`src/design/prtd_pkg.sv`:
```
// prtd_pkg: shared types, sizes and codes of the pixel run token decoder
// no dependencies; imported by every design module and the checker
package prtd_pkg;

  // line store and field sizes
  localparam int MAX_WIDTH   = 4096;
  localparam int LS_AW       = $clog2(MAX_WIDTH);
  localparam int WIDTH_W     = 13;
  localparam int COL_W       = 12;
  localparam int ROW_W       = 16;
  localparam int RUN_W       = 8;
  localparam int COLOR_W     = 24;
  localparam int QUEUE_DEPTH = 4;
  localparam int QUEUE_AW    = $clog2(QUEUE_DEPTH);

  localparam logic [WIDTH_W-1:0] RESET_WIDTH = 13'd1920;

  // token kinds as reported on the result channel
  localparam logic [2:0] KIND_COPY_TOP  = 3'd0;
  localparam logic [2:0] KIND_COPY_LEFT = 3'd1;
  localparam logic [2:0] KIND_SHORT     = 3'd2;
  localparam logic [2:0] KIND_REPEAT    = 3'd3;
  localparam logic [2:0] KIND_FULL      = 3'd4;

  // marker byte of a repeat token
  localparam logic [7:0] REPEAT_MARK = 8'h80;

  typedef struct packed {
    logic [7:0] stream_byte;
    logic       frame_start;
  } in_item_t;

  typedef struct packed {
    logic [7:0]       red;
    logic [7:0]       green;
    logic [7:0]       blue;
    logic [RUN_W-1:0] run_length;
    logic [COL_W-1:0] start_column;
    logic [ROW_W-1:0] start_row;
    logic [2:0]       token_kind;
  } out_item_t;

  // command handed from the parser to the run engine
  typedef struct packed {
    logic               pos_reset;
    logic               has_token;
    logic [2:0]         kind;
    logic [COLOR_W-1:0] color;
    logic [RUN_W-1:0]   run;
  } token_t;

  // width actually used: zero acts as one, clamp at the line store size
  function automatic logic [WIDTH_W-1:0] active_width(input logic [WIDTH_W-1:0] fw);
    logic [WIDTH_W-1:0] w;
    w = fw;
    if (fw == '0) begin
      w = WIDTH_W'(1);
    end else if (fw > WIDTH_W'(MAX_WIDTH)) begin
      w = WIDTH_W'(MAX_WIDTH);
    end
    return w;
  endfunction

endpackage

```
`src/design/prtd_fifo.sv`:
```
// prtd_fifo: short token queue between the parser and the run engine
// depends on prtd_pkg for the token type and depth
module prtd_fifo (
  input  logic             clk,
  input  logic             rst_n,
  input  logic             push,
  input  prtd_pkg::token_t push_data,
  output logic             full,
  input  logic             pop,
  output logic             empty,
  output prtd_pkg::token_t head
);
  import prtd_pkg::*;

  token_t              slot_r [QUEUE_DEPTH];
  logic [QUEUE_AW-1:0] wp_r, rp_r;
  logic [QUEUE_AW:0]   cnt_r;
  logic                do_push, do_pop;

  assign full    = (cnt_r == (QUEUE_AW+1)'(QUEUE_DEPTH));
  assign empty   = (cnt_r == '0);
  assign head    = slot_r[rp_r];
  assign do_push = push && !full;
  assign do_pop  = pop && !empty;

  // storage, no reset needed
  always_ff @(posedge clk) begin
    if (do_push) begin
      slot_r[wp_r] <= push_data;
    end
  end

  // pointers and fill count
  always_ff @(posedge clk) begin
    if (!rst_n) begin
      wp_r  <= '0;
      rp_r  <= '0;
      cnt_r <= '0;
    end else begin
      if (do_push) begin
        wp_r <= wp_r + QUEUE_AW'(1);
      end
      if (do_pop) begin
        rp_r <= rp_r + QUEUE_AW'(1);
      end
      if (do_push && !do_pop) begin
        cnt_r <= cnt_r + (QUEUE_AW+1)'(1);
      end else if (do_pop && !do_push) begin
        cnt_r <= cnt_r - (QUEUE_AW+1)'(1);
      end
    end
  end

endmodule

```
`config.mk`:
```
export PLATFORM = sky130hd
export DESIGN_NAME = prtd_fifo
export DESIGN_NICKNAME = d
export VERILOG_FILES = /design/src/design/prtd_pkg.sv /design/src/design/prtd_fifo.sv
export SDC_FILE = /design/constraint.sdc
export NUM_CORES = 1
export LEC_CHECK = 0
export ABC_AREA = 1
export BUFFER_PORTS_ARGS = -buffer_cell sky130_fd_sc_hd__buf_2
export CAP_MARGIN = 5
export CORE_MARGIN = 4
export CORE_UTILIZATION = 61
export DETAILED_ROUTE_END_ITERATION = 10
export GPL_ROUTABILITY_DRIVEN = 1
export GPL_TIMING_DRIVEN = 1
export HOLD_SLACK_MARGIN = 0.02
export PLACE_DENSITY_LB_ADDON = 0.1
export SLEW_MARGIN = 10
export SYNTH_ARGS = -nofsm -noshare
export SYNTH_HDL_FRONTEND = slang
export SYNTH_SLANG_ARGS = --single-unit
export TNS_END_PERCENT = 30
```
`constraint.sdc`:
```
create_clock -name clk -period 6.4 [get_ports clk]
set_clock_uncertainty 0.15 [all_clocks]
set_input_delay 0 -clock clk [delete_from_list [all_inputs] [get_ports clk]]
set_output_delay 0 -clock clk [all_outputs]
set_load 0.005 [all_outputs]
```
; Yosys cells after proc, flatten, opt, wreduce, memory -nomap -nowiden
; Memory sizes are Yosys's and may differ from the RTL's. A register that Yosys moved wholly into a read port is not among the register bits.
; Index checks and enable logic that the tools add are counted.
[word_totals]
regBits = 7
latchBits = 0
ram_bits = 148
mem_bits_ro = 0
input_bits = 41
output_inout_bits = 39
elab_cells = 25
mem_count = 1
[op_classes]
n_addsub = 4
multipliers = 0
div_mod_pow = 0
order_cmp = 0
eq_ne = 1
n_shift = 0
muxes = 6
n_bitwise = 0
reduce_logical = 10
[mem_list]
columns = memory, depth, word_bits, rd, rd_ports_with_merged_regs, wr, line_no
row1 = slot_r, 4, 37, 1, 1, 1, prtd_fifo.sv:15  ; token_t slot_r [QUEUE_DEPTH];
[ops]
columns = op, count
row1 = $mux 3, 2
row2 = $add 2x1->2 const B, 2
row3 = $logic_and 1x1->1, 4
row4 = $logic_not 1->1, 4
row5 = $mux 2, 2
row6 = $add 3x1->3 const B, 1
row7 = $eq 3x3->1 const B, 1
row8 = $logic_not 3->1, 1
row9 = $sub 3x1->3 const B, 1
row10 = $mux 1, 2
row11 = $reduce_bool 2->1, 1

; Longest topological paths before layout
[logic_depth]
ltp_word = 7
mapped_depth = 13
ltp_nobuf = 13

; Worst setup path after synthesis
; Ideal clock, no wire load.
[synth_timing]
kind = register to register
start = register cnt_r[0]
end = memory slot_r[0][0] (netlist bit) (enable)
setup_time_ps = 431
t_arrival_ps = 2221
path_slack_ps = 3598
path_stages_with_launch = 5
path_buffers = 0
path_cell_list = dfxtp_1 -> nor2_1 -> nand2_1 -> nand2_1 -> nor2_1
[synth_between]
elab_chain_len = 5
[synth_rtl]
columns = item, line_no
row1 = "start, declared", prtd_fifo.sv:17  ; logic [QUEUE_AW:0] cnt_r;
row2 = "start signal, assigned", prtd_fifo.sv:47  ; cnt_r <= cnt_r + (QUEUE_AW+1)'(1);
row3 = "start signal, assigned", prtd_fifo.sv:49  ; cnt_r <= cnt_r - (QUEUE_AW+1)'(1);
row4 = $eq 3x3->1, prtd_fifo.sv:20  ; assign full = (cnt_r == (QUEUE_AW+1)'(QUEUE_DEPTH));
row5 = $logic_not 1->1, prtd_fifo.sv:23  ; assign do_push = push && !full;
row6 = $logic_and 1x1->1, prtd_fifo.sv:23
row7 = $mux 1, prtd_fifo.sv:28  ; if (do_push) begin
row8 = $mux 1 (implied by the code), prtd_fifo.sv:29  ; slot_r[wp_r] <= push_data;
row9 = "end, declared", prtd_fifo.sv:15
; No other way between the ends.

==> results.md <==
* Fillers at 562
* Area of the multi-input gates at 1160 µm²
* Slowest Stage Delay on Critical Path at 0.54 ns
* Global-route wire length before repair at 19300 µm
* Site Rows at 35
* Critical Path Most Common Cell: buf_4
* # nets final at 594
* Hold crit path type: in -> reg
* H-Tree Level Count at 4
* Unique masters post-synth at 20
* Final hold vios at 0
* Routed Wire Length at 12100 µm
* Final worst slack at 3.51 ns
* Post-DP HPWL at 6320 µm
* Post-route setup TNS at 0 ns
* CP endpoint kind: output port
* Number of diodes at 0
* Syn Inst Count at 428
* Die ar. at 11400 µm²
* Largest net degree at the start of global routing at 76
* Worst endpoint data arrival time at 2.74 ns
* Worst Path Max Fanout at 75
* Initial antenna violation count at 0
* Residual DRC count at 0
* Vias per cell at 5.53
* Die X at 107 µm
* Crit path kind: reg -> out
* Clock Root Buffer: clkbuf_8
* GP Congestion at 0.739
* TritonRoute pass-1 iters at 5
* Chip Height at 107 µm
* Register area at 4630 µm²
* CP cell instances: buf_4, inv_2, buf_4, o21ai_0, o22ai_1, buf_2
* DR iter-0 viols at 289
* Post-synthesis sequential area ratio at 0.774
* DR vias at 3812
* Synthesized cell area at 5980 µm²
* Num ports at 80
* Port bufs at 79
* Net Count, Synth at 475
* VDD IR-drop max at 0.306 mV
* Leakage at 0.00272 µW
* Pwr/cell area at 398 nW/µm²
* Synth Area per Inst at 14.0 µm²
* Hold Slack at 0.0843 ns
* Slew Limit Fails at 0
* Tot GR Track Use at 0.222
* Std-Cell Core Area at 9370 µm²
* Endpoints failing setup at 0
* Post-layout util at 0.797
* Max-cap viol count at 0
* YS warnings at 0
* Min Tclk post-route at 2.89 ns
* Outcome: completed
* Place WS at 4.00 ns
* Slowest CP cell: buf_4
* RSZ-0062 raised after global routing: false
* CTS tree: built
* Layout area overhead at 24.9%
* Synthesis-stage register bit count at 157
* Fmax at 346 MHz
* Slew Limit Headroom at 0.211
* Worst slew pin tran at 1.18 ns
* CP startpoint kind: flop
* Wirelength per Cell at 17.6 µm
* Final ANT Viol Nets at 0
* Vias in the first global route at 3921
* Overflow after GRT at 0
* Initial Util at 0.638
* Clk sink count at 157
* Period Utilization, post-route at 0.452
* Clk_lat worst skew at 0.51 ns
* Num CTS Buffers at 17
* CP Data Required Time at 6.25 ns
* Post_cts resized at 0
* Overall power at 2970 µW
* Clk slew on worst S/H paths at 0.06 ns
* Proportion of layout cells with a drive suffix above 1 at 0.213
* Clock buffer depth at 2
==> routing by layer <==
layer  routed length (µm)  global-route usage
met5                    0                   0
met3                  647              0.0548
met1                 5070               0.280
met4                  119              0.0685
met2                 6300               0.382
==> layout make-up <==
cell class              instances  area share
inverters                      18     0.00905
well taps                     129      0.0216
clock inverters                15      0.0283
clock buffers                  17      0.0555
multi-input cells             230       0.155
repair buffers                123       0.111
flip-flops and latches        157       0.620
==> placed cells by master, fill, tap and decap left out <==
| cell type | netlist | final |
|---|---|---|
| inv_2 | 1 | 1 |
| nand2_1 | 15 | 15 |
| o21ai_0 | 47 | 47 |
| a21oi_1 | 3 | 3 |
| clkbuf_16 | 0 | 16 |
| clkinv_4 | 0 | 4 |
| xor2_1 | 1 | 1 |
| o22ai_1 | 37 | 37 |
| buf_4 | 1 | 3 |
| inv_1 | 17 | 17 |
| dlygate4sd3_1 | 0 | 41 |
| buf_2 | 4 | 79 |
| clkinv_1 | 0 | 1 |
| dfxtp_2 | 0 | 1 |
| inv_8 | 0 | 1 |
| dfxtp_1 | 9 | 8 |
| inv_6 | 0 | 3 |
| bufinv_16 | 0 | 4 |
| nor2_4 | 0 | 4 |
| ha_1 | 5 | 5 |
| edfxtp_1 | 148 | 148 |
| nand3_1 | 4 | 4 |
| clkbuf_8 | 0 | 1 |
| o21ai_1 | 28 | 28 |
| nor2_1 | 88 | 84 |
| nand3b_1 | 1 | 1 |
| clkinvlp_4 | 0 | 2 |
| fa_1 | 1 | 1 |
==> metrics by stage <==
stage          std cells  area (µm²)
5_1_grt              689        7470
2_1_floorplan        428        5980
3_5_place_dp         616        6430
4_1_cts              689        7470
3_3_place_gp         616        6430
6_report             689        7470
==> power breakdown <==
group          internal [µW]  switching, µW
logic                    231            405
clock network            641            407
registers               1250           34.2
==> worst max-delay path, delay by kind of cell (launching register included) <==
kind            cells  cell delay (ns)
buf+inv             4             1.46
compound gates      2             0.40
flops               1             0.31
==> synth_stat cells, drive strengths merged <==
cell type,number,area (µm²)
edfxtp,148,4440
nor2,88,330
o21ai,75,375
o22ai,37,231
inv,18,67.6
nand2,15,56.3
buf,13,118
clkbuf,10,38.8
dfxtp,9,180
ha,5,62.6
nand3,4,20.0
a21oi,3,15.0
fa,1,20.0
nand3b,1,7.51
xor2,1,8.76
==> logic make-up (layout without fill, tap and decap cells) <==
kind of cell	count (synthesis)	after routing	share of synthesized area
AOI/OAI and AO/OA	115	115	0.104
xor gates and xnor gates	1	1	0.00147
DFF	157	157	0.774
and+or+nand+nor	108	108	0.0693
adders and majority gates	6	6	0.0138
buffers and inverters	41	173	0.0375
==> what timing repair did <==
action | 4_1_cts | 5_1_grt
hold endpoints to repair | 157 | 0
hold buffers | 41 | 0
buffers inserted | 0 | 0
==> state kept, by name, indices dropped and copies added (netlist names), named ones only <==
name / count
cnt_r: 3
rp_r: 2
slot_r: 148
wp_r: 2
==> worst paths after layout <==
kind | from | endpoint | slack, ns | cells after the start
worst max-delay path | flop | head[34] | 3.51 | 6
worst min-delay path | push_data[24] | slot_r[1][24] | 0.08 | 2
worst max register to register | cnt_r[0] | slot_r[2][10] | 3.99 | 4
worst min register to register | rp_r[1] | rp_r[1] | 0.36 | 2
(Power assumes the default switching activity.)
