===== config.mk =====
export PLATFORM = sky130hd
export DESIGN_NAME = prtd_front
export DESIGN_NICKNAME = d
export VERILOG_FILES = /design/src/design/prtd_pkg.sv /design/src/design/prtd_front.sv
export SDC_FILE = /design/constraint.sdc
export NUM_CORES = 1
export LEC_CHECK = 0
export BUFFER_PORTS_ARGS = -buffer_cell sky130_fd_sc_hd__buf_2
export CAP_MARGIN = 20
export CORE_MARGIN = 2
export CORE_UTILIZATION = 50
export DETAILED_ROUTE_END_ITERATION = 8
export PLACE_DENSITY = 0.82
export SYNTH_ARGS = -nofsm -noshare
export SYNTH_HDL_FRONTEND = slang
export SYNTH_SLANG_ARGS = --single-unit

===== constraint.sdc =====
create_clock -name clk -period 5.62 [get_ports clk]
set_clock_uncertainty 0.15 [all_clocks]
set_input_delay 1.124 -clock clk [delete_from_list [all_inputs] [get_ports clk]]
set_output_delay 1.124 -clock clk [all_outputs]
set_load 0.01 [all_outputs]

===== src/design/prtd_pkg.sv =====
// prtd_pkg: shared types, sizes and codes of the pixel run token decoder
// no dependencies; imported by every design module and the checker
package prtd_pkg;

  // line store and field sizes
  localparam int MAX_WIDTH   = 4096;
  localparam int LS_AW       = $clog2(MAX_WIDTH);
  localparam int WIDTH_W     = 13;
  localparam int COL_W       = 12;
  localparam int ROW_W       = 16;
  localparam int RUN_W       = 8;
  localparam int COLOR_W     = 24;
  localparam int QUEUE_DEPTH = 4;
  localparam int QUEUE_AW    = $clog2(QUEUE_DEPTH);

  localparam logic [WIDTH_W-1:0] RESET_WIDTH = 13'd1920;

  // token kinds as reported on the result channel
  localparam logic [2:0] KIND_COPY_TOP  = 3'd0;
  localparam logic [2:0] KIND_COPY_LEFT = 3'd1;
  localparam logic [2:0] KIND_SHORT     = 3'd2;
  localparam logic [2:0] KIND_REPEAT    = 3'd3;
  localparam logic [2:0] KIND_FULL      = 3'd4;

  // marker byte of a repeat token
  localparam logic [7:0] REPEAT_MARK = 8'h80;

  typedef struct packed {
    logic [7:0] stream_byte;
    logic       frame_start;
  } in_item_t;

  typedef struct packed {
    logic [7:0]       red;
    logic [7:0]       green;
    logic [7:0]       blue;
    logic [RUN_W-1:0] run_length;
    logic [COL_W-1:0] start_column;
    logic [ROW_W-1:0] start_row;
    logic [2:0]       token_kind;
  } out_item_t;

  // command handed from the parser to the run engine
  typedef struct packed {
    logic               pos_reset;
    logic               has_token;
    logic [2:0]         kind;
    logic [COLOR_W-1:0] color;
    logic [RUN_W-1:0]   run;
  } token_t;

  // width actually used: zero acts as one, clamp at the line store size
  function automatic logic [WIDTH_W-1:0] active_width(input logic [WIDTH_W-1:0] fw);
    logic [WIDTH_W-1:0] w;
    w = fw;
    if (fw == '0) begin
      w = WIDTH_W'(1);
    end else if (fw > WIDTH_W'(MAX_WIDTH)) begin
      w = WIDTH_W'(MAX_WIDTH);
    end
    return w;
  endfunction

endpackage


===== src/design/prtd_front.sv =====
// prtd_front: byte parser, groups stream bytes into tokens and decodes colours
// depends on prtd_pkg; feeds the token queue
module prtd_front (
  input  logic              clk,
  input  logic              rst_n,
  input  logic              in_valid,
  output logic              in_ready,
  input  prtd_pkg::in_item_t in_item,
  input  logic              clearing,
  input  logic              q_full,
  output logic              q_push,
  output prtd_pkg::token_t  q_data
);
  import prtd_pkg::*;

  localparam logic [1:0] PH_FIRST  = 2'd0;
  localparam logic [1:0] PH_SECOND = 2'd1;
  localparam logic [1:0] PH_THIRD  = 2'd2;

  logic [1:0] phase_r, phase_nxt;
  logic [7:0] held1_r, held1_nxt;
  logic [7:0] held2_r, held2_nxt;
  logic       accept;
  logic [1:0] phase_e;
  logic [7:0] b;
  logic [15:0] full_c;
  token_t     tok;

  // accept bytes once the line store is cleared and the queue has room
  assign in_ready = !clearing && !q_full;
  assign accept   = in_valid && in_ready;
  assign b        = in_item.stream_byte;
  assign full_c   = {held1_r, b};

  // token decode
  always_comb begin
    phase_nxt     = phase_r;
    held1_nxt     = held1_r;
    held2_nxt     = held2_r;
    tok           = '0;
    tok.pos_reset = in_item.frame_start;
    phase_e       = in_item.frame_start ? PH_FIRST : phase_r;
    case (phase_e)
      PH_SECOND: begin
        held2_nxt = b;
        phase_nxt = PH_FIRST;
        if (b == 8'd0) begin
          tok.has_token = 1'b1;
          tok.kind      = (held1_r == 8'd0) ? KIND_COPY_TOP : KIND_COPY_LEFT;
          tok.run       = RUN_W'(1);
        end else if (held1_r[6]) begin
          tok.has_token = 1'b1;
          tok.kind      = KIND_SHORT;
          tok.run       = {1'b0, b[6:0]};
          if (b[7]) begin
            tok.color = {held1_r[5:4], 6'b0, held1_r[3:2], 6'b0, held1_r[1:0], 6'b0};
          end else begin
            tok.color = {2'b0, held1_r[5:4], 4'b0, 3'b0, held1_r[3:2], 3'b0,
                         3'b0, held1_r[1:0], 3'b0};
          end
        end else if (held1_r == REPEAT_MARK) begin
          tok.has_token = 1'b1;
          tok.kind      = KIND_REPEAT;
          tok.run       = b;
        end else begin
          phase_nxt = PH_THIRD;
        end
      end
      PH_THIRD: begin
        // 4:5:5 colour from first and third byte, run from second
        tok.has_token = 1'b1;
        tok.kind      = KIND_FULL;
        tok.run       = held2_r;
        tok.color     = {full_c[13:10], 4'b0, full_c[9:5], 3'b0, full_c[4:0], 3'b0};
        phase_nxt     = PH_FIRST;
      end
      default: begin
        held1_nxt = b;
        phase_nxt = PH_SECOND;
      end
    endcase
  end

  // queue push for tokens and position resets
  assign q_push = accept && (in_item.frame_start || tok.has_token);
  assign q_data = tok;

  // parser state
  always_ff @(posedge clk) begin
    if (!rst_n) begin
      phase_r <= PH_FIRST;
      held1_r <= '0;
      held2_r <= '0;
    end else if (accept) begin
      phase_r <= phase_nxt;
      held1_r <= held1_nxt;
      held2_r <= held2_nxt;
    end
  end

endmodule


# ---- Yosys cells after proc, flatten, opt, wreduce, memory -nomap -nowiden
# Cells that the tools add are included.
dict set report word_totals {
  inputBits 14
  regBits 18
}
dict set report classes {
  reduce_logical 11
  n_mux 16
  n_bitwise 1
  n_eq_ne 3
}
# operator count
set op_table {}
lappend op_table {{24-bit two-way mux} 3}
lappend op_table {{36-bit one-hot mux with 2 select lines} 1}
lappend op_table {{8-bit two-way mux} 3}
lappend op_table {{8-bit logical NOT} 2}
lappend op_table {{4-bit two-way mux} 3}
lappend op_table {{8-bit equality test (second input constant)} 1}
lappend op_table {{2-bit two-way mux} 4}
lappend op_table {{2-bit one-hot mux with 2 select lines} 1}
lappend op_table {{2-bit AND reduction} 2}
lappend op_table {{1-bit logical AND} 3}
lappend op_table {{2-bit by 1-bit equality test with 1-bit output (second input constant)} 1}
lappend op_table {{2-bit equality test (second input constant)} 1}
lappend op_table {{1-bit logical NOT} 2}
lappend op_table {{2-bit OR reduction} 1}
lappend op_table {{1-bit logical OR} 1}
lappend op_table {{1-bit two-way mux} 1}
lappend op_table {{1-bit inverter} 1}

# ---- Logic depth before layout (Yosys ltp)
dict set report depth {
  ltp_word 7
  depth_mapped 7
  depth_no_buf 6
}

# ---- Least setup slack after synthesis
# No wires, ideal clock.
dict set report synth_path {
  path_type {input-to-output}
  from {input in_item[0] (netlist name)}
  to {output q_data[11] (netlist name)}
  slack_ns 1.856
  required_ns 4.346
  cell_stages 5
  t_arrival_ns 2.490
  cell_sequence {nand2b_1 -> ha_1 -> nand2b_1 -> a2111oi_4 -> a22o_1}
}
# item line
set synth_rtl {}
lappend synth_rtl {{from (decl)} prtd_front.sv:8} ;# input prtd_pkg::in_item_t in_item,
lappend synth_rtl {{to (decl)} prtd_front.sv:12} ;# output prtd_pkg::token_t q_data

==> summary.txt <==
Layout
  • Sequential cell area: 360 µm²
  • Commonest non-fill, non-tap cell in the layout: sky130_fd_sc_hd__buf_2
  • Area grow syn2layout: 18.1%
  • Total area of multi-input combinational cells: 865 µm²
  • Total of fill cells in the finished design: 234
  • Final net count: 217
  • Count of placed standard cells in the final layout, fillers left out: 229
  • Share of final-layout standard cells stronger than drive strength 1: between 20% and 30%
  • Antenna cell count: 0
  • Most frequent cells in the layout: sky130_fd_sc_hd__buf_2, sky130_fd_sc_hd__nand2_1, sky130_fd_sc_hd__dfxtp_1, sky130_fd_sc_hd__nor2b_1

Routing
  • DRC violation count after routing: 0
  • Vias/cell: approximately 5.6
  • Detailed-router iteration count before antenna repair: 4
  • Met1 routed wirelength after detailed routing: 1.44 mm
  • Met2 Wirelength: approximately 1.5 mm
  • Drt total wl: 3.15 mm
  • Uppermost layer routed: met4
  • Met3 WL post-DR: 178 µm
  • DRC violation total after the first TritonRoute iteration: 31
  • Routed wire per std cell: 13.8 µm
  • Final ANT Viol Nets: 0
  • Total via count after detailed routing: 1281

STA
  • Slew Limit Fails: 0
  • Hold Vio Cnt, Final: 0
  • Clock period minus worst slack: 4.27 ns
  • Total negative slack for setup checks: 0 ns
  • Final worst path period share: 76.1%
  • Slew @ Worst Pin: between 0.7 and 0.8 ns
  • Setup repair after global routing missed its margin: false
  • Fmax: between 0.2 and 0.25 GHz
  • Final setup violation count: 0
  • Rel. slew slack: 48.6%

Clock network
  • Hold-fix buffer count after cts: 0
  • Number of gates given a new drive strength after cts: 0
  • Cell at the root of the clock tree: sky130_fd_sc_hd__clkbuf_4
  • Clock insertion delay at the later pin of the skew report: 0.29 ns
  • Post-CTS setup-driven buffer insertion count: 0
  • CTS sink cnt: 18
  • TritonCTS clock tree: done
  • TritonCTS Buffers: 3
  • # H-tree levels: 1
  • Clock Pin Slew Worst Setup and Hold Paths: 0.11 ns
  • Max Root-Sink Buffers: 2

Die
  • Die extent in x: 55.1 µm
  • Core area: approximately 2500 µm²
  • Count of pins on the block boundary: 53
  • Row count: 18
  • Die footprint: 3040 µm²
  • Chip Height: 55.1 µm
  • Initial core utilization: 52.7%

Place
  • Cell total after placement: 225
  • Final weighted congestion in routability-driven placement: 0.787
  • Detailed placer's ending HPWL: 2.32 mm
  • Count of port buffers added during placement: 42

Worst setup path
  • Critical Path Slowest Stage Cell: sky130_fd_sc_hd__nor2b_1
  • Endpoint of the worst register-to-register path: phase_r[1]$_SDFFE_PN0P_
  • Critical path destination: q_data[22]
  • Reg-to-reg slack, setup: 3.53 ns
  • Startpoint class of the critical path: primary input
  • Endpoint class of the critical path: output port
  • Reg-to-reg startpoint: phase_r[0]$_SDFFE_PN0P_
  • Cell depth of the worst flop-to-flop path: 5
  • CP delay by family, top: simple AND/OR/NAND/NOR gates
  • Critical Path RT: 4.35 ns
  • Worst-path maximum fanout: 12
  • Critical path cell sequence: buf_2, nand2b_1, ha_1, nor2b_1, and3_2, a22o_1, buf_2
  • Critical path's largest stage delay: 0.64 ns
  • CP most frequent cell: sky130_fd_sc_hd__buf_2
  • First element of the critical path: in_item[0]
  • Kind of critical path: primary input to output port
  • CP arrival: 3.00 ns
  • Total buffers and inverters traversed by the critical path: 2
  • Crit. path cell count: 7

Global routing
  • Total GRT Usage: 22.7%
  • Largest net degree at the start of global routing: 20
  • Initial antenna violation count: 0
  • Wire length of the first global-routing pass: about 5.0 mm
  • Vias in the first global route: roughly 1100
  • Remaining global-route overflow: 0

Synthesis
  • Number of synthesized flops with an enable pin: 0
  • Cells after synthesis: 159
  • Number of warnings issued by yosys: 0
  • Post-synthesis instance area: roughly 1300 µm²
  • Avg Synthesized Cell Area: 8.22 µm²
  • Library cells used by synthesis: 38
  • Post-synth ARST share: 0%
  • Top cells by area in the synthesized netlist: sky130_fd_sc_hd__dfxtp_1, sky130_fd_sc_hd__nand2_1, sky130_fd_sc_hd__a22o_1, sky130_fd_sc_hd__buf_4, sky130_fd_sc_hd__mux2i_1
  • Cell accounting for the most synthesized area: sky130_fd_sc_hd__dfxtp_1
  • Post-synth top area share: 27.6%
  • Sequential element share of the synthesized area: 27.6%
  • Total of flip-flops plus latches after synthesis: 18
  • Primary FF master, synth: sky130_fd_sc_hd__dfxtp_1

Job
  • Number of maximum-capacitance violations: 0

Status
  • Result of the run: finished, final reports clean

Power
  • Static leakage power: between 0.6 and 0.7 nW
  • PD cells: between 150 and 200 nW/µm²
  • Maximum VDD drop: around 120 µV

Min path
  • Path type of the worst min-delay path: flip-flop to flip-flop
## power breakdown
| group | internal, mW | switching, mW |
|---|---|---|
| Combinational | 0.0127 | 0.0226 |
| Clock | 0.0395 | 0.0414 |
| Sequential | 0.130 | 0.00314 |
| Total | 0.182 | 0.0671 |
## area by class of cell
class,count,share of cell area (%)
multi-input cells,129,56.0
flip-flops and latches,18,23.4
repair buffers,45,15.1
well taps,30,2.43
clock buffers,4,2.35
inverters,3,0.730
## worst reg2reg max path, cell delays in order (launching register included)
cell                      delay, ns
sky130_fd_sc_hd__dfxtp_1       0.34
sky130_fd_sc_hd__nor2b_1       0.18
sky130_fd_sc_hd__ha_1          0.32
sky130_fd_sc_hd__nor2b_1       0.64
sky130_fd_sc_hd__and3_1        0.27
sky130_fd_sc_hd__a31o_2        0.15
## through the flow
| stage | area (µm²) | utilization [%] | hold slack (ns) | setup WS (ns) | total power, mW |
|---|---|---|---|---|---|
| after floorplan | 1340 | - | 0.289 | 1.86 | 0.159 |
| after global placement | 1510 | 60.8 | 0.299 | 1.46 | 0.170 |
| after detailed placement | 1510 | 60.8 | 0.307 | 1.37 | 0.171 |
| after CTS | 1540 | 62.3 | 0.323 | 1.35 | 0.252 |
| after global routing | 1540 | 62.3 | 0.370 | 1.15 | 0.258 |
| final | 1540 | 62.3 | 0.319 | 1.35 | 0.249 |
## registers in the layout, summed over array words and instances (netlist names)
| signal | flops |
|---|---|
| held1_r | 8 |
| held2_r | 8 |
| phase_r | 2 |
## worst min-delay path by stage
stage | startpoint | endpoint | slack [ns] | depth (start not counted)
6_report | held1_r[7]$_SDFFE_PN0P_ | held1_r[7]$_SDFFE_PN0P_ | 0.32 | 2
5_1_grt | held1_r[7]$_SDFFE_PN0P_ | held1_r[7]$_SDFFE_PN0P_ | 0.37 | 2
4_1_cts | held1_r[7]$_SDFFE_PN0P_ | held1_r[7]$_SDFFE_PN0P_ | 0.32 | 2
3_5_place_dp | held1_r[7]$_SDFFE_PN0P_ | held1_r[7]$_SDFFE_PN0P_ | 0.31 | 2
3_3_place_gp | held1_r[7]$_SDFFE_PN0P_ | held1_r[7]$_SDFFE_PN0P_ | 0.30 | 2
2_1_floorplan | held1_r[7]$_SDFFE_PN0P_ | held1_r[7]$_SDFFE_PN0P_ | 0.29 | 2
## routing by layer
metal / track usage (%) / vias to the layer above
met5: 0 / -
met3: 2.42 / 4
met2: 39.5 / 43
li1: - / 627
met4: 6.50 / 0
met1: 29.6 / 607
## synthesized netlist by cell type (3+ instances only)
library cell and instances:
sky130_fd_sc_hd__a21boi_0 7, sky130_fd_sc_hd__a21oi_1 8, sky130_fd_sc_hd__a22o_1 10, sky130_fd_sc_hd__and2_1 3
sky130_fd_sc_hd__buf_4 11, sky130_fd_sc_hd__clkbuf_1 6, sky130_fd_sc_hd__dfxtp_1 18, sky130_fd_sc_hd__ha_1 3
sky130_fd_sc_hd__inv_1 3, sky130_fd_sc_hd__mux2i_1 8, sky130_fd_sc_hd__nand2_1 31, sky130_fd_sc_hd__nor2_1 3
sky130_fd_sc_hd__nor2b_1 12, sky130_fd_sc_hd__o21ai_0 7
## cell families after synthesis
logic type	count (synthesis)	synth area share, %
other	1	0.287
AO/OA/AOI/OAI	41	23.3
adder cells (fa/ha/maj)	3	2.87
multiplexers	8	6.13
flip-flops	18	27.6
AND/OR/NAND/NOR	67	30.6
buffers and inverters	21	9.29
Power figures use the tool's default switching activity.
